<file path="src/iets_pkg.sv">
// Shared types and constants for the serial EEPROM transaction sequencer.
// Used by the front, queue, back and top-level modules.
`default_nettype none
package iets_pkg;

	// Write page size in bytes; must be a power of two
	localparam int PAGE_BYTES = 64;
	localparam logic [15:0] PAGE_MASK = 16'(PAGE_BYTES - 1);

	// Request modes
	localparam logic [1:0] MODE_WRITE = 2'd0;
	localparam logic [1:0] MODE_READ  = 2'd1;
	localparam logic [1:0] MODE_CLEAR = 2'd2;

	// Bus symbols
	localparam logic [2:0] SYM_START     = 3'd0;
	localparam logic [2:0] SYM_STOP      = 3'd1;
	localparam logic [2:0] SYM_SEND      = 3'd2;
	localparam logic [2:0] SYM_RECV_ACK  = 3'd3;
	localparam logic [2:0] SYM_RECV_NACK = 3'd4;

	localparam logic [6:0] DEV_ADDR_RESET = 7'd80;
	localparam logic [7:0] CLEAR_BYTE     = 8'hFF;

	// Config port: one register, word index taken from paddr[2]
	localparam int APB_AW = 3;
	localparam int APB_DW = 32;
	localparam logic REG_DEVICE_ADDRESS = 1'b0;

	// Plan queue between front and back
	localparam int QUEUE_DEPTH = 4;
	localparam int QPTR_W = $clog2(QUEUE_DEPTH);
	localparam int QCNT_W = $clog2(QUEUE_DEPTH + 1);

	// Symbol slots walked by the back end, in bus order
	localparam int NUM_SLOTS = 9;
	localparam int SLOT_W = $clog2(NUM_SLOTS + 1);
	localparam logic [SLOT_W-1:0] SLOT_PRE_STOP  = SLOT_W'(0);
	localparam logic [SLOT_W-1:0] SLOT_START     = SLOT_W'(1);
	localparam logic [SLOT_W-1:0] SLOT_WR_SEL    = SLOT_W'(2);
	localparam logic [SLOT_W-1:0] SLOT_ADDR_HI   = SLOT_W'(3);
	localparam logic [SLOT_W-1:0] SLOT_ADDR_LO   = SLOT_W'(4);
	localparam logic [SLOT_W-1:0] SLOT_RESTART   = SLOT_W'(5);
	localparam logic [SLOT_W-1:0] SLOT_RD_SEL    = SLOT_W'(6);
	localparam logic [SLOT_W-1:0] SLOT_BODY      = SLOT_W'(7);
	localparam logic [SLOT_W-1:0] SLOT_POST_STOP = SLOT_W'(8);

	// Everything the back end needs to play out one request
	typedef struct packed {
		logic        pre_stop;
		logic        hdr;
		logic        hdr_rd;
		logic [15:0] hdr_addr;
		logic [6:0]  sel;
		logic [2:0]  body_sym;
		logic [7:0]  body_byte;
		logic        post_stop;
	} plan_t;

endpackage
`default_nettype wire

</file>
<file path="src/iets_if.sv">
// Valid/ready channel interfaces for requests and bus symbols.
// Depends on nothing but plain logic types.
`default_nettype none
interface iets_req_if;
	logic        valid;
	logic        ready;
	logic [1:0]  mode;
	logic [15:0] address;
	logic [7:0]  data;
	logic        first;
	logic        last;

	modport source (output valid, mode, address, data, first, last, input ready);
	modport sink (input valid, mode, address, data, first, last, output ready);
endinterface

interface iets_sym_if;
	logic       valid;
	logic       ready;
	logic [2:0] symbol;
	logic [7:0] byte_value;
	logic       end_of_run;

	modport source (output valid, symbol, byte_value, end_of_run, input ready);
	modport sink (input valid, symbol, byte_value, end_of_run, output ready);
endinterface
`default_nettype wire

</file>
<file path="src/iets_front.sv">
// Front end: accepts requests, tracks burst and address state, builds a plan.
// Depends on iets_pkg and iets_req_if.
`default_nettype none
module iets_front (
	input  wire logic         clk,
	input  wire logic         arst_n,
	iets_req_if.sink          req,
	input  wire logic [6:0]   dev_addr,
	input  wire logic         q_full,
	output logic              push,
	output iets_pkg::plan_t   plan
);

	logic [15:0] run_addr_q;
	logic        open_q;
	logic        open_rd_q;

	logic        is_read;
	logic [15:0] base_addr;
	logic        split;

	assign req.ready = !q_full;
	assign is_read = (req.mode == iets_pkg::MODE_READ);

	always_comb begin
		base_addr = req.first ? req.address : run_addr_q;
		split = 1'b0;
		if (!req.first) begin
			if (open_rd_q != is_read) begin
				split = 1'b1;
			end else if (!is_read && ((run_addr_q & iets_pkg::PAGE_MASK) == 16'd0)) begin
				split = 1'b1;
			end
		end

		plan.pre_stop  = req.first ? open_q : split;
		plan.hdr       = req.first || split;
		plan.hdr_rd    = is_read;
		plan.hdr_addr  = base_addr;
		plan.sel       = dev_addr;
		plan.post_stop = req.last;
		if (is_read) begin
			plan.body_sym  = req.last ? iets_pkg::SYM_RECV_NACK : iets_pkg::SYM_RECV_ACK;
			plan.body_byte = 8'd0;
		end else begin
			plan.body_sym  = iets_pkg::SYM_SEND;
			plan.body_byte = (req.mode == iets_pkg::MODE_WRITE) ? req.data
				: iets_pkg::CLEAR_BYTE;
		end
	end

	// a continuation with no open burst is accepted and dropped
	assign push = req.valid && req.ready && (req.first || open_q);

	always_ff @(posedge clk or negedge arst_n) begin
		if (!arst_n) begin
			run_addr_q <= 16'd0;
			open_q     <= 1'b0;
			open_rd_q  <= 1'b0;
		end else if (push) begin
			run_addr_q <= base_addr + 16'd1;
			open_q     <= !req.last;
			open_rd_q  <= req.last ? 1'b0 : is_read;
		end
	end

endmodule
`default_nettype wire

</file>
<file path="src/iets_queue.sv">
// Short plan queue between the front and back ends.
// Depends on iets_pkg.
`default_nettype none
module iets_queue (
	input  wire logic             clk,
	input  wire logic             arst_n,
	input  wire logic             push,
	input  wire iets_pkg::plan_t  wr_plan,
	input  wire logic             pop,
	output logic                  full,
	output logic                  head_valid,
	output iets_pkg::plan_t       head
);

	iets_pkg::plan_t entries_q [iets_pkg::QUEUE_DEPTH];
	logic [iets_pkg::QPTR_W-1:0] wr_ptr_q;
	logic [iets_pkg::QPTR_W-1:0] rd_ptr_q;
	logic [iets_pkg::QCNT_W-1:0] count_q;

	assign full       = (count_q == iets_pkg::QCNT_W'(iets_pkg::QUEUE_DEPTH));
	assign head_valid = (count_q != '0);
	assign head       = entries_q[rd_ptr_q];

	always_ff @(posedge clk) begin
		if (push) begin
			entries_q[wr_ptr_q] <= wr_plan;
		end
	end

	always_ff @(posedge clk or negedge arst_n) begin
		if (!arst_n) begin
			wr_ptr_q <= '0;
			rd_ptr_q <= '0;
			count_q  <= '0;
		end else begin
			if (push) begin
				wr_ptr_q <= wr_ptr_q + iets_pkg::QPTR_W'(1);
			end
			if (pop) begin
				rd_ptr_q <= rd_ptr_q + iets_pkg::QPTR_W'(1);
			end
			if (push && !pop) begin
				count_q <= count_q + iets_pkg::QCNT_W'(1);
			end else if (pop && !push) begin
				count_q <= count_q - iets_pkg::QCNT_W'(1);
			end
		end
	end

endmodule
`default_nettype wire

</file>
<file path="src/iets_back.sv">
// Back end: walks the head plan's slots, one symbol per cycle unless the sink
// stalls, into a registered output. Depends on iets_pkg and iets_sym_if.
`default_nettype none
module iets_back (
	input  wire logic             clk,
	input  wire logic             arst_n,
	input  wire logic             head_valid,
	input  wire iets_pkg::plan_t  head,
	output logic                  pop,
	iets_sym_if.source            sym
);

	logic [iets_pkg::SLOT_W-1:0] step_q;
	logic                        valid_q;
	logic [2:0]                  symbol_q;
	logic [7:0]                  byte_q;
	logic                        eor_q;

	logic [iets_pkg::NUM_SLOTS-1:0] en;
	logic [iets_pkg::NUM_SLOTS-1:0] avail;
	logic [iets_pkg::SLOT_W-1:0]    cur;
	logic                           last_slot;
	logic [2:0]                     cur_sym;
	logic [7:0]                     cur_byte;
	logic                           load;

	always_comb begin
		en = '0;
		en[iets_pkg::SLOT_PRE_STOP]  = head.pre_stop;
		en[iets_pkg::SLOT_START]     = head.hdr;
		en[iets_pkg::SLOT_WR_SEL]    = head.hdr;
		en[iets_pkg::SLOT_ADDR_HI]   = head.hdr;
		en[iets_pkg::SLOT_ADDR_LO]   = head.hdr;
		en[iets_pkg::SLOT_RESTART]   = head.hdr && head.hdr_rd;
		en[iets_pkg::SLOT_RD_SEL]    = head.hdr && head.hdr_rd;
		en[iets_pkg::SLOT_BODY]      = 1'b1;
		en[iets_pkg::SLOT_POST_STOP] = head.post_stop;
	end

	// lowest enabled slot at or after the step pointer
	always_comb begin
		for (int i = 0; i < iets_pkg::NUM_SLOTS; i++) begin
			avail[i] = en[i] && (iets_pkg::SLOT_W'(i) >= step_q);
		end
		cur = iets_pkg::SLOT_BODY;
		for (int i = iets_pkg::NUM_SLOTS - 1; i >= 0; i--) begin
			if (avail[i]) begin
				cur = iets_pkg::SLOT_W'(i);
			end
		end
		last_slot = 1'b1;
		for (int i = 0; i < iets_pkg::NUM_SLOTS; i++) begin
			if (avail[i] && (iets_pkg::SLOT_W'(i) > cur)) begin
				last_slot = 1'b0;
			end
		end
	end

	always_comb begin
		cur_sym  = iets_pkg::SYM_SEND;
		cur_byte = 8'd0;
		case (cur)
			iets_pkg::SLOT_PRE_STOP:  cur_sym = iets_pkg::SYM_STOP;
			iets_pkg::SLOT_START:     cur_sym = iets_pkg::SYM_START;
			iets_pkg::SLOT_WR_SEL:    cur_byte = {head.sel, 1'b0};
			iets_pkg::SLOT_ADDR_HI:   cur_byte = head.hdr_addr[15:8];
			iets_pkg::SLOT_ADDR_LO:   cur_byte = head.hdr_addr[7:0];
			iets_pkg::SLOT_RESTART:   cur_sym = iets_pkg::SYM_START;
			iets_pkg::SLOT_RD_SEL:    cur_byte = {head.sel, 1'b1};
			iets_pkg::SLOT_BODY: begin
				cur_sym  = head.body_sym;
				cur_byte = (head.body_sym == iets_pkg::SYM_SEND) ? head.body_byte : 8'd0;
			end
			iets_pkg::SLOT_POST_STOP: cur_sym = iets_pkg::SYM_STOP;
			default:                  cur_sym = iets_pkg::SYM_STOP;
		endcase
	end

	assign load = head_valid && (!valid_q || sym.ready);
	assign pop  = load && last_slot;

	always_ff @(posedge clk or negedge arst_n) begin
		if (!arst_n) begin
			step_q  <= '0;
			valid_q <= 1'b0;
		end else begin
			if (load) begin
				step_q  <= last_slot ? '0 : cur + iets_pkg::SLOT_W'(1);
				valid_q <= 1'b1;
			end else if (sym.ready) begin
				valid_q <= 1'b0;
			end
		end
	end

	always_ff @(posedge clk) begin
		if (load) begin
			symbol_q <= cur_sym;
			byte_q   <= cur_byte;
			eor_q    <= last_slot;
		end
	end

	assign sym.valid      = valid_q;
	assign sym.symbol     = symbol_q;
	assign sym.byte_value = byte_q;
	assign sym.end_of_run = eor_q;

endmodule
`default_nettype wire

</file>
<file path="src/i2c_eeprom_transaction_sequencer.sv">
// Serial EEPROM transaction sequencer: byte requests in, bus symbols out.
// A request's first symbol passes the plan queue, then the back end's output
// register. One symbol per cycle while the sink is ready; a request plays out
// as 1 to 9 symbols. A 4-entry plan queue lets the front take a request every
// cycle until it fills.
// Reset (arst_n low): burst closed, address 0, queue empty, device address 80.
`default_nettype none
module i2c_eeprom_transaction_sequencer (
	input  wire logic                          clk,
	input  wire logic                          arst_n,
	iets_req_if.sink                           req,
	iets_sym_if.source                         sym,
	input  wire logic                          psel,
	input  wire logic                          penable,
	input  wire logic                          pwrite,
	input  wire logic [iets_pkg::APB_AW-1:0]   paddr,
	input  wire logic [iets_pkg::APB_DW-1:0]   pwdata,
	output logic [iets_pkg::APB_DW-1:0]        prdata,
	output logic                               pready
);

	logic [6:0]      dev_addr_q;
	logic            q_full;
	logic            push;
	logic            pop;
	logic            head_valid;
	iets_pkg::plan_t plan;
	iets_pkg::plan_t head;

	assign pready = 1'b1;
	assign prdata = (paddr[2] == iets_pkg::REG_DEVICE_ADDRESS)
		? iets_pkg::APB_DW'(dev_addr_q) : '0;

	always_ff @(posedge clk or negedge arst_n) begin
		if (!arst_n) begin
			dev_addr_q <= iets_pkg::DEV_ADDR_RESET;
		end else if (psel && penable && pwrite && pready
				&& (paddr[2] == iets_pkg::REG_DEVICE_ADDRESS)) begin
			dev_addr_q <= pwdata[6:0];
		end
	end

	iets_front u_front (
		.clk      (clk),
		.arst_n   (arst_n),
		.req      (req),
		.dev_addr (dev_addr_q),
		.q_full   (q_full),
		.push     (push),
		.plan     (plan)
	);

	iets_queue u_queue (
		.clk        (clk),
		.arst_n     (arst_n),
		.push       (push),
		.wr_plan    (plan),
		.pop        (pop),
		.full       (q_full),
		.head_valid (head_valid),
		.head       (head)
	);

	iets_back u_back (
		.clk        (clk),
		.arst_n     (arst_n),
		.head_valid (head_valid),
		.head       (head),
		.pop        (pop),
		.sym        (sym)
	);

	// a full queue must hold off the front
	assert property (@(posedge clk) disable iff (!arst_n) !(push && q_full))
		else $error("plan pushed into a full queue");

	// the back end only retires a plan it holds
	assert property (@(posedge clk) disable iff (!arst_n) pop |-> head_valid)
		else $error("plan popped from an empty queue");

	// a nack is always followed by stop within the same request
	assert property (@(posedge clk) disable iff (!arst_n)
		(sym.valid && sym.symbol == iets_pkg::SYM_RECV_NACK) |-> !sym.end_of_run)
		else $error("nack ended a request without stop");

	// a start always opens a header, never ends a request
	assert property (@(posedge clk) disable iff (!arst_n)
		(sym.valid && sym.symbol == iets_pkg::SYM_START) |-> !sym.end_of_run)
		else $error("start ended a request");

endmodule
`default_nettype wire

</file>
<file path="src/flat_wrapper.sv">
// flat-port wrapper written by rule: the top's interface ports become plain ports
module i2c_eeprom_transaction_sequencer_flat 
  (clk, arst_n, psel, penable, pwrite, paddr, pwdata, prdata, pready, req_valid, req_mode, req_address, req_data, req_first, req_last, req_ready, sym_valid, sym_symbol, sym_byte_value, sym_end_of_run, sym_ready);
  iets_req_if req_i ();
  iets_sym_if sym_i ();
  input  wire logic clk;
  input  wire logic arst_n;
  input  wire logic psel;
  input  wire logic penable;
  input  wire logic pwrite;
  input  wire logic [iets_pkg::APB_AW-1:0] paddr;
  input  wire logic [iets_pkg::APB_DW-1:0] pwdata;
  output logic [iets_pkg::APB_DW-1:0] prdata;
  output logic pready;
  input wire logic [$bits(req_i.valid)-1:0] req_valid;
  input wire logic [$bits(req_i.mode)-1:0] req_mode;
  input wire logic [$bits(req_i.address)-1:0] req_address;
  input wire logic [$bits(req_i.data)-1:0] req_data;
  input wire logic [$bits(req_i.first)-1:0] req_first;
  input wire logic [$bits(req_i.last)-1:0] req_last;
  output wire logic [$bits(req_i.ready)-1:0] req_ready;
  output wire logic [$bits(sym_i.valid)-1:0] sym_valid;
  output wire logic [$bits(sym_i.symbol)-1:0] sym_symbol;
  output wire logic [$bits(sym_i.byte_value)-1:0] sym_byte_value;
  output wire logic [$bits(sym_i.end_of_run)-1:0] sym_end_of_run;
  input wire logic [$bits(sym_i.ready)-1:0] sym_ready;
  assign req_i.valid = req_valid;
  assign req_i.mode = req_mode;
  assign req_i.address = req_address;
  assign req_i.data = req_data;
  assign req_i.first = req_first;
  assign req_i.last = req_last;
  assign req_ready = req_i.ready;
  assign sym_valid = sym_i.valid;
  assign sym_symbol = sym_i.symbol;
  assign sym_byte_value = sym_i.byte_value;
  assign sym_end_of_run = sym_i.end_of_run;
  assign sym_i.ready = sym_ready;
  i2c_eeprom_transaction_sequencer u_core (.clk(clk), .arst_n(arst_n), .req(req_i), .sym(sym_i), .psel(psel), .penable(penable), .pwrite(pwrite), .paddr(paddr), .pwdata(pwdata), .prdata(prdata), .pready(pready));
endmodule
</file>
<file path="config.mk">
export PLATFORM = sky130hd
export DESIGN_NAME = i2c_eeprom_transaction_sequencer_flat
export DESIGN_NICKNAME = d
export VERILOG_FILES = /design/src/iets_pkg.sv /design/src/iets_if.sv /design/src/iets_front.sv /design/src/iets_queue.sv /design/src/iets_back.sv /design/src/i2c_eeprom_transaction_sequencer.sv /design/src/flat_wrapper.sv
export SDC_FILE = /design/constraint.sdc
export NUM_CORES = 1
export LEC_CHECK = 0
export BUFFER_PORTS_ARGS = -buffer_cell sky130_fd_sc_hd__clkbuf_2
export CORE_MARGIN = 4
export CORE_UTILIZATION = 30
export DETAILED_ROUTE_END_ITERATION = 8
export SLEW_MARGIN = 20
export SYNTH_ARGS = -nofsm -noshare
export SYNTH_HDL_FRONTEND = slang
export SYNTH_HIERARCHICAL = 1
export SYNTH_SLANG_ARGS = --single-unit
</file>
<file path="constraint.sdc">
create_clock -name clk -period 5.5 [get_ports clk]
set_input_delay 0.275 -clock clk [delete_from_list [all_inputs] [get_ports clk]]
set_output_delay 0.275 -clock clk [all_outputs]
set_load 0.05 [all_outputs]
</file>
Yosys cells after proc, flatten, opt, wreduce, memory -nomap -nowiden
Memory sizes are Yosys's and may differ from the RTL's. Cells that the tools add are included.

Equality and inequality tests: 11. Reductions and logical operators: 44. Bitwise gates (word level): 1. Multiplexer cells: 38. Add/subtract/negate cells: 6. Order comparisons: 18.

Operators by type and width (count): 2-to-1 mux 4 bit (10); case mux 8 bit (5 select lines) (1); logical AND 1 bit (28); 2-to-1 mux 1 bit (18); adder 16 x 1 -> 16 bit (second input constant) (1); equality test 4 x 3 -> 1 bit (second input constant) (4); >= comparator 3 x 4 -> 1 bit (first input constant) (4); greater-than comparator 3 x 4 -> 1 bit (first input constant) (4); logical NOT 16 bit (1); 2-to-1 mux 16 bit (1); 2-to-1 mux 8 bit (2); 2-to-1 mux 11 bit (1); 2-to-1 mux 3 bit (3); case mux 3 bit (3 select lines) (1); equality test 4 x 2 -> 1 bit (second input constant) (2); >= comparator 1 x 4 -> 1 bit (first input constant) (2); >= comparator 2 x 4 -> 1 bit (first input constant) (2); greater-than comparator 1 x 4 -> 1 bit (first input constant) (2); greater-than comparator 2 x 4 -> 1 bit (first input constant) (2); 2-to-1 mux 7 bit (1); logical NOT 1 bit (6); adder 2 x 1 -> 2 bit (second input constant) (2); adder 4 x 1 -> 4 bit (second input constant) (1); equality test 4 x 1 -> 1 bit (second input constant) (1); 15 further kinds (18).

Input bits: 70. RAM bits: 152. Output and inout bits: 47. Flip-flop bits (word level): 49. Memories kept: 1.

Memories: u_core.u_queue.entries_q (depth 4, width 38, read ports 1, clocked after memory_dff 0, wr ports 1, line iets_queue.sv:15) `iets_pkg::plan_t entries_q [iets_pkg::QUEUE_DEPTH];`.

Logic depth before layout (Yosys ltp)
Depth in word-level cells: 26. Depth in mapped cells: 20. Depth with buffers taken out: 18.

Cells and area by module
The synthesis kept the hierarchy.

Modules (own cells, without submodules): iets_queue (times used 1, area each 5925.7 µm², cells each 233); iets_front (times used 1, area each 1527.7 µm², cells each 170); iets_back (times used 1, area each 1244.9 µm², cells each 121); i2c_eeprom_transaction_sequencer (times used 1, area each 544.3 µm², cells each 50).

Least setup slack after synthesis
No wires, ideal clock.

Kind: register -> register. Start point: reg u_core/u_queue/rd_ptr_q[0] (netlist name). End point: reg u_core/u_queue/count_q[2] (netlist name). Path slack: 1.075 ns. Data arrival time: 4.345 ns. Library setup time: 0.079 ns. Cell stages (with the launch flop): 21. Clock period less this slack: 4.425 ns. Cell sequence: dfrtp_1 -> buf_6 -> buf_12 -> mux4_2 -> nor2b_2 -> a221oi_2 -> o211ai_1 -> and2_1 -> ha_1 -> clkbuf_1 -> a311o_1 -> a221oi_1 -> nor4_2 -> and2_1 -> inv_1 -> ha_1 -> inv_1 -> fa_1 -> xor2_1 -> nor2_1 -> xor2_1.

RTL lines: start: declaration (line iets_queue.sv:17) `logic [iets_pkg::QPTR_W-1:0] rd_ptr_q;`; start signal: assignment (line iets_queue.sv:40) `rd_ptr_q <= rd_ptr_q + iets_pkg::QPTR_W'(1);`; end signal: assignment (line iets_queue.sv:43) `count_q <= count_q + iets_pkg::QCNT_W'(1);`; end signal: assignment (line iets_queue.sv:45) `count_q <= count_q - iets_pkg::QCNT_W'(1);`; end: declaration (line iets_queue.sv:18) `logic [iets_pkg::QCNT_W-1:0] count_q;`.

==> results.txt <==
PortBufs -> 63
synthesized flop and latch total -> 201
die height -> 183.5 um
largest net degree at the start of global routing -> 39
clock skew -> 0.01258 ns
Worst-path clk slew -> 0.06 ns
area of the core -> 0.03051 mm^2
Hold EP -> u_core/dev_addr_q[3]
compound-gate portion of the synthesized area -> 0.07486
Slew @ Worst Pin -> 1.117 ns
wire length on met1 -> 8.095 mm
WL/cell -> 17.89 um
Synth area leaders -> edfxtp_1, dfrtp_1, mux4_2, buf_4, mux2_2
register area share after synthesis -> 0.6333
fin crit share -> 0.8759
Synth-to-Final Area Change -> 13.54%
area of all sequential standard cells -> 0.005854 mm^2
GR Overflow Total -> 0
cell at the root of the clock tree -> clkbuf_16
Max Freq -> 207.6 MHz
critical register-to-register path startpoint -> u_core/u_queue/rd_ptr_q[0]
Worst setup EP type -> register
top sig layer -> met4
Worst Path Max Fanout -> 12
vias in the first global route -> 4,887
Initial DRC Count -> 309
R2R cell count -> 17
largest family of logic cells by synthesized area -> multiplexers
DRT Wirelength -> 18.88 mm
peak supply drop -> 0.2574 mV
Initial Utilization -> 0.3029
die area -> 0.03368 mm^2
worst min-delay path startpoint -> pwdata[3]
PD cells -> 552.1 mW/mm^2
vias per cell -> 4.718
Cell Area, Synth -> 0.009243 mm^2
Multi-input gate area -> 0.002940 mm^2
Simple-Gate Fraction of Synth Area -> 0.08217
final hold violations -> 0
Setup CP Type -> reg -> reg
post-DP HPWL -> 12.66 mm
most common flop cell mapped by yosys -> edfxtp_1
Post-synth EDFFs -> 164
most common cell in the synthesized netlist -> edfxtp_1
Die Wd -> 183.5 um
status -> finished clean
post-synthesis mux area share -> 0.1252
setup TNS -> 0 ns
Async S/R FF share, synth -> 0.1841
top cell type's share of synthesized area -> 0.5328
nets@finish -> 723
Final Critical Period -> 4.817 ns
Synth Area in XOR/XNOR -> 0.01042
met2 WL -> 9.499 mm
Routed Antenna Nets -> 0
worst skew pair latency -> 0.50 ns
DR pass1 iterations -> 4
Ant. Diodes -> 0
initial antenna violation count -> 0
vias -> 4,977
Critical Path AT -> 5.24 ns
Pleak -> 0.003842 uW
Netlist cell types -> 72
R2R setup slack -> 0.68 ns
Top Ports -> 117
Ys Warns -> 6
WL met3 -> 966 um
Post-Synth Adder-Cell Area -> 0.01435
Syn Inst Count -> 574
Hold/Removal Path Class -> in -> reg
first-pass GRT wire length -> 29.26 mm
H-tree levels -> 1
# setup viols final -> 0
DRC Markers -> 0
post-CTS setup buffers -> 0
layout cells sized above 1 -> 0.2989
RSZ-0062 raised after global routing -> false
hold_ws -> 0.01653 ns
most instantiated cells after synthesis -> edfxtp_1, buf_4, mux4_2
WHS Path Cells -> 2
CTS tree -> done
CTS sink count -> 201
Fillers -> 2,901
Synth area leader -> edfxtp_1
# rows -> 64
Final Max Slew Viols -> 0
CTS Buf Count -> 22
relative slew slack -> 0.2555
Max-Cap Viols -> 0
Worst EP required -> 5.92 ns
clock buffer depth -> 3
crit start category -> register
Synth Area per Inst -> 16.10 um^2
r2r endpoint -> u_core/u_queue/count_q[2]
final core occ -> 0.3440
total track usage -> 0.1103
Final GP Congestion -> 0.8433
==> per-stage QoR <==
| step | setup slack [ns] | area (um^2) | cells | power (uW) |
|---|---|---|---|---|
| after CTS | 0.6670 | 10470 | 1054 | 5856 |
| after global placement | 0.6759 | 9744 | 1007 | 4452 |
| after detailed placement | 0.6791 | 9744 | 1007 | 4482 |
| after floorplan | 1.076 | 9333 | 598 | 3996 |
| final | 0.6825 | 10490 | 1055 | 5794 |
| after global routing | 0.3427 | 10490 | 1055 | 6131 |
==> critical path: stages, from the launching register on <==
cell and delay (ns):
dfrtp_2 0.60, mux4_2 0.64, nor2b_2 0.24, a221oi_2 0.41, o211ai_1 0.12, and2_1 0.21, ha_1 0.33, a311o_1 0.37
a221oi_1 0.40, nor4_2 0.12, and2_1 0.19, inv_1 0.09, ha_1 0.18, inv_1 0.06, fa_1 0.37, xor2_1 0.17
nor2_1 0.12, xor2_1 0.14
==> cell type report <==
type | instances | area share
Clock buffer | 30 | 0.05532
Clock inverter | 10 | 0.007512
Inverter | 17 | 0.006081
Multi-Input combinational cell | 320 | 0.2802
Sequential cell | 201 | 0.5579
Tap cell | 396 | 0.04722
Timing Repair Buffer | 81 | 0.04579
==> state kept, by name, indices dropped and copies added (netlist names), 2 cells and up <==
name                          count
u_core/dev_addr_q                 7
u_core/u_queue/count_q            3
u_core/u_back/step_q              4
u_core/u_back/sym.symbol          3
u_core/u_queue/rd_ptr_q           2
u_core/u_queue/entries_q        152
u_core/u_back/sym.byte_value      8
u_core/u_queue/wr_ptr_q           2
u_core/u_front/run_addr_q        16
==> power breakdown <==
group          internal, uW  switching (uW)
clock network           786             558
registers              2100             230
logic                   841            1280
==> cell families (layout without fill, tap and decap cells) <==
group	count (synthesis)	in the layout
flops	201	201
simple gates	120	120
compound gates	88	88
buf+inv	77	138
mux	65	65
xor+xnor	11	11
fa+ha+maj	10	10
other cells	2	26
==> cells in the final DEF (no fill, tap or decap), drive strengths merged, types with 11 or more instances in the layout <==
cell type	n
nor2	18
inv	16
mux4	38
nand2	36
a21oi	14
edfxtp	164
dfrtp	35
conb	26
buf	11
mux2	22
clkbuf	93
o21ai	17
==> how the worst max path moves through the flow <==
stage	from	to	slack, ns	depth (start not counted)
after floorplan	u_core/u_queue/rd_ptr_q[0]	u_core/u_queue/count_q[2]	1.08	20
after global placement	u_core/u_queue/rd_ptr_q[0]	u_core/u_queue/count_q[2]	0.68	17
after detailed placement	u_core/u_queue/rd_ptr_q[0]	u_core/u_queue/count_q[2]	0.68	17
after CTS	u_core/u_queue/rd_ptr_q[0]	u_core/u_queue/count_q[2]	0.67	17
after global routing	u_core/u_queue/rd_ptr_q[0]	u_core/u_queue/count_q[2]	0.34	17
final	u_core/u_queue/rd_ptr_q[0]	u_core/u_queue/count_q[2]	0.68	17
==> layer usage <==
layer,track usage,up-vias
met4,0.02563,0
li1,-,2308
met1,0.1471,2515
met3,0.02097,23
met2,0.1878,131
met5,0,-
==> what timing repair did <==
action | in CTS | in global routing
endpoints found under the hold margin | 41 | 0
hold buffers | 7 | 0
resized for setup | 0 | 0
Note: power is estimated with default switching activity, not from simulation.
